===== config.mk =====
export PLATFORM = sky130hd
export DESIGN_NAME = i2c_eeprom_byte_master
export DESIGN_NICKNAME = d
export VERILOG_FILES = /design/src/hdl/i2cee_pkg.sv /design/src/hdl/i2cee_step.sv /design/src/hdl/i2c_eeprom_byte_master.sv
export VERILOG_INCLUDE_DIRS = /design/src /design/src/hdl
export SDC_FILE = /design/constraint.sdc
export NUM_CORES = 1
export LEC_CHECK = 0
export BUFFER_PORTS_ARGS = -buffer_cell sky130_fd_sc_hd__buf_4
export CORE_MARGIN = 3
export CORE_UTILIZATION = 55
export DETAILED_ROUTE_END_ITERATION = 8
export PLACE_DENSITY = 0.85
export SKIP_CTS_REPAIR_TIMING = 1
export SLEW_MARGIN = 40
export SYNTH_ARGS = -nofsm -noshare
export SYNTH_HDL_FRONTEND = slang
export SYNTH_HIERARCHICAL = 1
export SYNTH_SLANG_ARGS = --single-unit

===== constraint.sdc =====
create_clock -name clk -period 3.7 [get_ports clk]
set_input_delay 0.37 -clock clk [delete_from_list [all_inputs] [get_ports clk]]
set_output_delay 0.37 -clock clk [all_outputs]
set_load 0.05 [all_outputs]

===== src/hdl/assert_macros.svh =====
// assertion macros used by the rtl top level
// no dependencies; included by the top level, which carries concurrent checks
`ifndef ASSERT_MACROS_SVH
`define ASSERT_MACROS_SVH

// implication property checked on every rising edge, masked in reset
`define ASSERT_CLK(lbl, clk, rst_n, prop) \
  lbl: assert property (@(posedge clk) disable iff (!rst_n) prop) \
    else $error("assertion failed");

// condition that must never be true outside reset
`define ASSERT_NEVER(lbl, clk, rst_n, cond) \
  lbl: assert property (@(posedge clk) disable iff (!rst_n) !(cond)) \
    else $error("forbidden condition seen");

`endif


===== src/hdl/i2cee_pkg.sv =====
// types, phase codes and constants of the i2c eeprom byte master
// no dependencies; imported by i2cee_step and the top level
`default_nettype none

package i2cee_pkg;

  // configuration register indexes
  localparam int unsigned CFG_IDX_W = 2;
  localparam logic [CFG_IDX_W-1:0] CFG_TICKS_PER_DELAY   = 2'd0;
  localparam logic [CFG_IDX_W-1:0] CFG_WRITE_CYCLE_TICKS = 2'd1;
  localparam int unsigned CFG_DATA_W = 16;

  localparam logic [7:0]  TPD_RESET = 8'd2;
  localparam logic [15:0] WCT_RESET = 16'd1000;

  // actions
  localparam logic [1:0] ACT_TICK  = 2'd0;
  localparam logic [1:0] ACT_READ  = 2'd1;
  localparam logic [1:0] ACT_WRITE = 2'd2;

  // status / byte stage codes
  localparam logic [2:0] ST_OK       = 3'd0;
  localparam logic [2:0] ST_DEV_NACK = 3'd1;
  localparam logic [2:0] ST_AHI_NACK = 3'd2;
  localparam logic [2:0] ST_ALO_NACK = 3'd3;
  localparam logic [2:0] ST_RST_NACK = 3'd4;
  localparam logic [2:0] ST_DAT_NACK = 3'd5;

  // bus sequencer phases
  localparam logic [4:0] PH_IDLE      = 5'd0;
  localparam logic [4:0] PH_START_A   = 5'd1;
  localparam logic [4:0] PH_START_B   = 5'd2;
  localparam logic [4:0] PH_WBIT_LOW  = 5'd3;
  localparam logic [4:0] PH_WBIT_HIGH = 5'd4;
  localparam logic [4:0] PH_ACK_LOW   = 5'd5;
  localparam logic [4:0] PH_ACK_HIGH  = 5'd6;
  localparam logic [4:0] PH_RESTART_A = 5'd7;
  localparam logic [4:0] PH_RESTART_B = 5'd8;
  localparam logic [4:0] PH_RBIT_LOW  = 5'd9;
  localparam logic [4:0] PH_RBIT_HIGH = 5'd10;
  localparam logic [4:0] PH_NACK_LOW  = 5'd11;
  localparam logic [4:0] PH_NACK_HIGH = 5'd12;
  localparam logic [4:0] PH_STOP_A    = 5'd13;
  localparam logic [4:0] PH_STOP_B    = 5'd14;
  localparam logic [4:0] PH_STOP_C    = 5'd15;
  localparam logic [4:0] PH_WAIT      = 5'd16;

  localparam logic [3:0] BITS_PER_BYTE = 4'd8;

  typedef struct packed {
    logic [1:0]  action;
    logic [6:0]  device_address;
    logic [15:0] memory_address;
    logic [7:0]  write_data;
    logic        sda_in;
  } in_t;

  typedef struct packed {
    logic       scl_level;
    logic       sda_level;
    logic       busy_res;
    logic       done_res;
    logic [7:0] read_byte;
    logic [2:0] status;
  } out_t;

  typedef struct packed {
    logic [4:0]  phase;
    logic [3:0]  bit_count;
    logic [7:0]  shift_byte;
    logic [15:0] tick_count;
    logic [6:0]  latched_device;
    logic [15:0] latched_address;
    logic [7:0]  latched_data;
    logic        is_read;
    logic [2:0]  last_status;
    logic        scl;
    logic        sda;
    logic [2:0]  byte_stage;
  } st_t;

  typedef struct packed {
    logic [7:0]  ticks_per_delay;
    logic [15:0] write_cycle_ticks;
  } cfg_t;

endpackage

`default_nettype wire


===== src/hdl/i2cee_step.sv =====
// next-state and result logic for one tick of the bus sequencer
// depends on i2cee_pkg
`default_nettype none

module i2cee_step import i2cee_pkg::*; (
  input  wire st_t  cur,
  input  wire in_t  item,
  input  wire cfg_t cfg,
  output st_t       nxt,
  output out_t      res
);

  function automatic st_t go_ph(st_t s, logic [4:0] ph, logic scl, logic sda);
    s.phase      = ph;
    s.scl        = scl;
    s.sda        = sda;
    s.tick_count = '0;
    return s;
  endfunction

  function automatic st_t send_byte(st_t s, logic [2:0] stage, logic [7:0] v);
    s.byte_stage = stage;
    s.shift_byte = v;
    s.bit_count  = '0;
    return go_ph(s, PH_WBIT_LOW, 1'b0, v[7]);
  endfunction

  logic       done;
  logic       unit_end;
  logic [7:0] unit_len;

  always_comb begin
    nxt      = cur;
    done     = 1'b0;
    unit_end = 1'b0;
    unit_len = (cfg.ticks_per_delay == 8'd0) ? 8'd1 : cfg.ticks_per_delay;

    if (cur.phase == PH_IDLE) begin
      if (item.action == ACT_READ || item.action == ACT_WRITE) begin
        nxt.latched_device  = item.device_address;
        nxt.latched_address = item.memory_address;
        nxt.latched_data    = item.write_data;
        nxt.is_read         = (item.action == ACT_READ);
        nxt.last_status     = ST_OK;
        nxt.byte_stage      = ST_DEV_NACK;
        nxt.shift_byte      = {item.device_address, 1'b0};
        nxt = go_ph(nxt, PH_START_A, 1'b1, 1'b0);
      end
    end else if (cur.phase == PH_WAIT) begin
      nxt.tick_count = cur.tick_count + 16'd1;
      if (nxt.tick_count >= cfg.write_cycle_ticks) begin
        nxt  = go_ph(nxt, PH_IDLE, 1'b1, 1'b1);
        done = 1'b1;
      end
    end else begin
      nxt.tick_count = cur.tick_count + 16'd1;
      unit_end = (nxt.tick_count >= {8'd0, unit_len});
    end

    if (unit_end) begin
      case (cur.phase)
        PH_START_A:   nxt = go_ph(nxt, PH_START_B, 1'b0, 1'b0);
        PH_START_B:   nxt = send_byte(nxt, cur.byte_stage, cur.shift_byte);
        PH_WBIT_LOW:  nxt = go_ph(nxt, PH_WBIT_HIGH, 1'b1, cur.sda);
        PH_WBIT_HIGH: begin
          nxt.shift_byte = {cur.shift_byte[6:0], 1'b0};
          nxt.bit_count  = cur.bit_count + 4'd1;
          if (nxt.bit_count >= BITS_PER_BYTE) begin
            nxt = go_ph(nxt, PH_ACK_LOW, 1'b0, 1'b1);
          end else begin
            nxt = go_ph(nxt, PH_WBIT_LOW, 1'b0, cur.shift_byte[6]);
          end
        end
        PH_ACK_LOW:   nxt = go_ph(nxt, PH_ACK_HIGH, 1'b1, 1'b1);
        PH_ACK_HIGH: begin
          if (item.sda_in) begin
            nxt.last_status = cur.byte_stage;
            nxt = go_ph(nxt, PH_STOP_A, 1'b0, 1'b0);
          end else begin
            case (cur.byte_stage)
              ST_DEV_NACK: nxt = send_byte(nxt, ST_AHI_NACK, cur.latched_address[15:8]);
              ST_AHI_NACK: nxt = send_byte(nxt, ST_ALO_NACK, cur.latched_address[7:0]);
              ST_ALO_NACK: begin
                if (cur.is_read) begin
                  nxt.byte_stage = ST_RST_NACK;
                  nxt = go_ph(nxt, PH_RESTART_A, 1'b0, 1'b1);
                end else begin
                  nxt = send_byte(nxt, ST_DAT_NACK, cur.latched_data);
                end
              end
              ST_RST_NACK: begin
                nxt.shift_byte = '0;
                nxt.bit_count  = '0;
                nxt = go_ph(nxt, PH_RBIT_LOW, 1'b0, 1'b1);
              end
              default:     nxt = go_ph(nxt, PH_STOP_A, 1'b0, 1'b0);
            endcase
          end
        end
        PH_RESTART_A: nxt = go_ph(nxt, PH_RESTART_B, 1'b1, 1'b1);
        PH_RESTART_B: begin
          nxt.shift_byte = {cur.latched_device, 1'b1};
          nxt = go_ph(nxt, PH_START_A, 1'b1, 1'b0);
        end
        PH_RBIT_LOW:  nxt = go_ph(nxt, PH_RBIT_HIGH, 1'b1, 1'b1);
        PH_RBIT_HIGH: begin
          nxt.shift_byte = {cur.shift_byte[6:0], item.sda_in};
          nxt.bit_count  = cur.bit_count + 4'd1;
          if (nxt.bit_count >= BITS_PER_BYTE) begin
            nxt = go_ph(nxt, PH_NACK_LOW, 1'b0, 1'b1);
          end else begin
            nxt = go_ph(nxt, PH_RBIT_LOW, 1'b0, 1'b1);
          end
        end
        PH_NACK_LOW:  nxt = go_ph(nxt, PH_NACK_HIGH, 1'b1, 1'b1);
        PH_NACK_HIGH: nxt = go_ph(nxt, PH_STOP_A, 1'b0, 1'b0);
        PH_STOP_A:    nxt = go_ph(nxt, PH_STOP_B, 1'b1, 1'b0);
        PH_STOP_B:    nxt = go_ph(nxt, PH_STOP_C, 1'b1, 1'b1);
        PH_STOP_C: begin
          if (!cur.is_read && cur.last_status == ST_OK &&
              cfg.write_cycle_ticks != 16'd0) begin
            nxt = go_ph(nxt, PH_WAIT, 1'b1, 1'b1);
          end else begin
            nxt  = go_ph(nxt, PH_IDLE, 1'b1, 1'b1);
            done = 1'b1;
          end
        end
        default:      nxt = go_ph(nxt, PH_IDLE, 1'b1, 1'b1);
      endcase
    end

    res.scl_level = nxt.scl;
    res.sda_level = nxt.sda;
    res.busy_res  = (nxt.phase != PH_IDLE);
    res.done_res  = done;
    res.read_byte = (done && nxt.is_read && nxt.last_status == ST_OK) ?
                    nxt.shift_byte : 8'd0;
    res.status    = nxt.last_status;
  end

endmodule

`default_nettype wire


===== src/hdl/i2c_eeprom_byte_master.sv =====
// top level of the i2c eeprom byte master: input stage, state, result register
// depends on i2cee_pkg, i2cee_step and assert_macros.svh
`default_nettype none

// channel   dir  handshake              payload
// in_       in   in_valid / in_ready    in_data   (in_t: action .. sda_in)
// out_      out  out_valid / out_ready  out_data  (out_t: scl_level .. status)
// cfg_      in   cfg_valid / cfg_ready  cfg_index, cfg_data
//
// one item is one bus tick; one result item comes out per item
// an item is held in the input stage, then one pass of the step logic
// updates the sequencer state and loads the result register; one item per
// cycle sustained while the result is not stalled, set by the state update
// reset loads phase idle, scl/sda released and the config reset values
// a stalled result holds; the input stage still takes one more item behind it

module i2c_eeprom_byte_master import i2cee_pkg::*; (
  input  wire                  clk,
  input  wire                  rst_n,
  input  wire                  in_valid,
  output logic                 in_ready,
  input  wire in_t             in_data,
  output logic                 out_valid,
  input  wire                  out_ready,
  output out_t                 out_data,
  input  wire                  cfg_valid,
  output logic                 cfg_ready,
  input  wire [CFG_IDX_W-1:0]  cfg_index,
  input  wire [CFG_DATA_W-1:0] cfg_data
);

  `include "assert_macros.svh"

  // input stage
  logic s1_valid_r, s1_valid_nxt;
  in_t  s1_data_r;
  logic s1_adv;

  // sequencer state and config
  st_t  st_r, st_nxt;
  cfg_t cfg_r, cfg_nxt;

  // result register
  logic out_valid_r, out_valid_nxt;
  out_t out_data_r;
  out_t step_res;

  // terms used by the checks
  logic chk_done;
  logic chk_rbyte;
  logic s1_stall;

  // stage 1 moves on when the result register is free or being emptied
  assign s1_adv       = s1_valid_r && (!out_valid_r || out_ready);
  assign in_ready     = !s1_valid_r || s1_adv;
  assign s1_valid_nxt = (in_valid && in_ready) || (s1_valid_r && !s1_adv);
  assign out_valid_nxt = s1_adv || (out_valid_r && !out_ready);

  // config writes are always taken
  assign cfg_ready = 1'b1;

  always_comb begin
    cfg_nxt = cfg_r;
    if (cfg_valid) begin
      case (cfg_index)
        CFG_TICKS_PER_DELAY:   cfg_nxt.ticks_per_delay   = cfg_data[7:0];
        CFG_WRITE_CYCLE_TICKS: cfg_nxt.write_cycle_ticks = cfg_data;
        default:               cfg_nxt = cfg_r;
      endcase
    end
  end

  i2cee_step u_step (
    .cur  (st_r),
    .item (s1_data_r),
    .cfg  (cfg_r),
    .nxt  (st_nxt),
    .res  (step_res)
  );

  always_ff @(posedge clk) begin
    if (!rst_n) begin
      s1_valid_r  <= 1'b0;
      out_valid_r <= 1'b0;
      cfg_r       <= '{ticks_per_delay: TPD_RESET, write_cycle_ticks: WCT_RESET};
      st_r        <= '{phase: PH_IDLE, scl: 1'b1, sda: 1'b1, default: '0};
    end else begin
      s1_valid_r  <= s1_valid_nxt;
      out_valid_r <= out_valid_nxt;
      cfg_r       <= cfg_nxt;
      if (s1_adv) begin
        st_r <= st_nxt;
      end
    end
  end

  // payload registers
  always_ff @(posedge clk) begin
    if (in_valid && in_ready) begin
      s1_data_r <= in_data;
    end
    if (s1_adv) begin
      out_data_r <= step_res;
    end
  end

  assign out_valid = out_valid_r;
  assign out_data  = out_data_r;

  // checks
  assign chk_done  = out_valid_r && out_data_r.done_res;
  assign chk_rbyte = out_valid_r && (out_data_r.read_byte != 8'd0);
  assign s1_stall  = s1_valid_r && !s1_adv;

  `ASSERT_NEVER(a_done_not_busy, clk, rst_n, chk_done && out_data_r.busy_res)
  `ASSERT_NEVER(a_rbyte_only_done, clk, rst_n, chk_rbyte && !out_data_r.done_res)
  `ASSERT_CLK(a_idle_released, clk, rst_n, st_r.phase == PH_IDLE |-> st_r.scl && st_r.sda)
  `ASSERT_CLK(a_s1_holds, clk, rst_n, s1_stall |=> s1_valid_r && $stable({s1_data_r, st_r}))

endmodule

`default_nettype wire

# Word level (Yosys, flattened, before mapping)
# Cells that the tools add are included.
# classes
add_sub_neg,2
multipliers,0
div,0
n_lt_le_gt_ge,3
n_eq_ne,25
shift,0
mux,23
n_bitwise,0
n_reduce_logical,29
# ops
op,n
one-hot mux 73 bit (15 select lines),1
2-to-1 mux 73 bit,6
one-hot mux 73 bit (4 select lines),1
2-to-1 mux 71 bit,2
2-to-1 mux 70 bit,1
"== test 5 x 4 -> 1 bit, second input constant",8
2-to-1 mux 40 bit,1
"== test 5 x 3 -> 1 bit, second input constant",4
2-to-1 mux 17 bit,1
"adder 16 x 1 -> 16 bit, second input constant",1
>= comparator 16 bit,1
>= comparator 16 x 8 -> 1 bit,1
2-to-1 mux 16 bit,1
nonzero test 16 bit,1
"== test 5 x 2 -> 1 bit, second input constant",2
logical AND 1 bit,8
logical NOT 8 bit,1
2-to-1 mux 1 bit,8
2-to-1 mux 8 bit,1
AND reduction 2 bit,4
"== test 3 x 2 -> 1 bit, second input constant",2
logical NOT 3 bit,2
"== test 5 x 1 -> 1 bit, second input constant",1
"== test 5 bit, second input constant",1
other kinds (13),22
# totals
ff_bits,148
latch_bits,0
mem_bits_rw,0
rom_bits,0
word_cells,109
n_memories,0

# Longest topological paths before layout
# depth
word_depth,12
depth_mapped,18
ltp_nobuf,17

# By module
# The synthesis kept the hierarchy.
# by_module_without_submodules
module,n_inst,cells_per_inst,area_each_um2,seq_area_each_um2
i2c_eeprom_byte_master,1,475,5362.6,3453.3
i2cee_step,1,564,3220.6,0.0

# Worst setup path after synthesis
# No wires, ideal clock.
# synth_path
path_kind,reg2reg
startpoint,register st_r[43] (netlist bit)
endpoint,register st_r[3] (netlist bit)
arrival_ns,3.434
required_ns,3.594
path_slack_ns,0.160
stages_incl_launch_ff,15
path_buffers,2
synth_period_minus_slack_ns,3.540
path_cell_list,dfxtp_1 nand4_2 buf_6 or2_2 and2_1 or2_2 ha_1 a21o_1 a2111o_4 o21ai_2 buf_2 nor4_1 a21oi_1 inv_1 o311ai_0
# synth_rtl
element,line_no,source
"start, declared",i2c_eeprom_byte_master.sv:40,"st_t st_r, st_nxt;"
"start signal, assigned",i2c_eeprom_byte_master.sv:92,st_r <= st_nxt;

==> summary.txt <==
F_max -> 0.2793 GHz
Cell taking the most area after synthesis -> dfxtp_1
M1 WL -> 9338 um
Max Cap Viol -> 0
Hold slack -> 114.1 ps
Commonest cells after routing, fill and taps aside -> nand2_1 (318), buf_4 (106), dfxtp_1 (97), mux2i_1 (86), o21ai_0 (52)
CTS HTree Levels -> 4
Synth Warn # -> 6
Vias -> 7649
Worst Path Required -> 4050 ps
Worst skew pair latency -> 430 ps
Drt first pass iters -> 5
CTS max path bufs -> 2
Layout Utilization -> 0.6503
Cells after synthesis -> 1039
Worst r2r src -> st_r[45]$_SDFFE_PN0P_
Synth unique cells -> 64
Final setup viols -> 0
Die height -> 130.9 um
Number of synthesized register bits -> 148
Peak VDD IR -> 358.0 uV
P&R area growth vs syn -> 15.61%
Slowest CP cell -> dfxtp_1
Crit. Startpoint -> st_r[45]$_SDFFE_PN0P_
Final worst-path cycle share -> 0.9678
Reg2Reg Depth -> 16
CTS Buf Count -> 17
Highest routed layer -> met4
Slew at the pin closest to its max-slew limit -> 746.3 ps
Vias per cell -> 5.808
Slowest stage delay, CP -> 420 ps
Gr usage total -> 0.2484
Status -> finished, final reports clean
Number of global-route vias before repair -> 6994
Largest net degree at the start of global routing -> 87
Die width -> 130.9 um
Sequential-to-total area share from yosys stat -> 0.4023
Buffers and inverters on the worst path -> 2
Leakage Power -> 4.084 nW
Routed WL per cell -> 16.20 um
Top_reg_cell synth -> dfxtp_1
Fin. Hold Viols -> 0
Die area -> 0.01714 mm2
Crit. End Element -> register
WL met3 -> 1345 um
Initial antenna violation count -> 0
Synth top area share -> 0.2309
Met2 WL -> 10100 um
Kind of critical path -> register to register
Clk slew on worst S/H paths -> 60 ps
Worst-path fanout max -> 11
Starting Density -> 0.5625
Commonest non-fill, non-tap cell in the layout -> nand2_1
Number of port buffers -> 73
Worst Hold Class -> input pin to register
Layout cells sized above 1 -> 0.1501
Cell Area, Synth -> 0.008583 mm2
WL final -> 21340 um
ANT cells -> 0
FP Rows -> 45
Area contributors post-synth -> dfxtp_1 (23%), edfxtp_1 (17%), nand2_1 (14%)
CTS tree -> done
Pins Over Slew Limit -> 0
RD Place Congestion -> 0.9431
CTS sink cnt -> 148
Drt drc -> 0
Clock Tree Root -> clkbuf_16
First-pass GRT wire length -> 34010 um
Critical path arrival -> 3930 ps
R2R Path End -> st_r[46]$_SDFFE_PN0P_
PwrDens -> 396.4 mW/mm2
Filler instances -> 1195
Max_slew headroom -> 0.5018
Startpoint types -> register
I/O pin cnt -> 75
Setup Skew -> 9.248 ps
Ys async rst share -> 0
CORE AREA -> 0.01526 mm2
Min Tclk post-route -> 3581 ps
Syn nets -> 1122
Critical path depth -> 16
Number of synthesized flops with an enable pin -> 49
Post-route ant nets -> 0
Crit path max-delay family -> simple AND/OR/NAND/NOR gates
Post-synthesis area per instance -> 8.261 um2
Unrepaired setup endpoints after global routing -> true
Initial drt markers -> 872
R2R Setup Slk -> 120 ps
Final net count -> 1176
Detail Placement HPWL -> 14380 um
Crit path to -> st_r[46]$_SDFFE_PN0P_
GRT Residual Overflow -> 0
CP cell instances -> nand4_2, buf_4, nor4_4, xor2_1, ha_1, a21o_1, a21o_1, a21oi_1, nand3_1, o31ai_2, nor2b_4, buf_4, o21ai_0, nand2_1, nand2_1, mux2i_1
[Yosys cell counts (all sizes together), types with 7 or more instances]
library cell	count
ha	26
o31ai	7
o22ai	12
o21ai	54
xor2	8
inv	38
a22o	8
dfxtp	99
nor2b	13
and2	7
nor4	16
nor2	41
a21o	7
buf	33
edfxtp	49
mux2i	86
nand3	37
nor3	13
clkbuf	40
a22oi	17
a221oi	7
a21oi	30
nand2	318
[how the worst min path moves through the flow]
stage	slack [ps]	cells after the start	startpoint	end
final	110	1	in_data[9]	s1_data_r[9]$_DFFE_PP_
after global routing	90	1	in_data[31]	s1_data_r[31]$_DFFE_PP_
after CTS	100	1	in_data[9]	s1_data_r[9]$_DFFE_PP_
after detailed placement	450	2	cfg_r[19]$_SDFFE_PN0P_	cfg_r[19]$_SDFFE_PN0P_
after global placement	440	2	cfg_r[19]$_SDFFE_PN0P_	cfg_r[19]$_SDFFE_PN0P_
after floorplan	430	2	cfg_r[19]$_SDFFE_PN0P_	cfg_r[19]$_SDFFE_PN0P_
[cell families after synthesis]
logic type / Yosys count / synth area share
DFF: 148 / 0.4023
other: 1 / 0.0004369
AOI/OAI and AO/OA: 178 / 0.1372
buffers and inverters: 111 / 0.06458
xor gates and xnor gates: 12 / 0.01224
and+or+nand+nor: 477 / 0.2450
adders and majority gates: 26 / 0.03790
muxes: 86 / 0.1003
[per-stage QoR]
step | power, mW | TNS, ps | worst slack [ps] | cells | instance area (um2)
after floorplan | 2.122 | 0 | 159.6 | 1039 | 8583
after global placement | 2.235 | 0 | 236.5 | 1284 | 9258
after detailed placement | 2.249 | 0 | 37.62 | 1285 | 9265
after CTS | 3.942 | 0 | 15.74 | 1317 | 9848
after global routing | 4.074 | -273.3 | -109.0 | 1317 | 9923
final | 3.934 | 0 | 119.1 | 1317 | 9923
[where the power goes]
part,switching [mW],internal (mW),total (mW),leakage [nW]
Sequential,0.0482,1.74,1.79,1.29
Combinational,0.272,0.167,0.439,2.52
Clock,0.700,1.00,1.70,0.281
Total,1.02,2.91,3.93,4.08
[final cells by class]
class                           count  area [um2]  area share
Clock buffer                       19       432.9     0.04363
Inverter                           38       142.6     0.01437
Clock inverter                     13       150.1     0.01513
Multi-Input combinational cell    780        4651      0.4687
Tap cell                          211       264.0     0.02660
Timing Repair Buffer              108       827.0     0.08334
Sequential cell                   148        3456      0.3483
[sequential cells by signal (all words and copies together) (netlist names)]
register and cells:
st_r 73, s1_data_r 34, cfg_r 24, out_data 15
out_valid 1, s1_valid_r 1
[metal layers]
metal | vias to the layer above | global-route usage
met5 | - | 0
met2 | 319 | 0.3888
li1 | 3713 | -
met1 | 3563 | 0.3400
met3 | 54 | 0.05081
met4 | 0 | 0.09498
No activity file was read; power rests on OpenSTA's default activity.
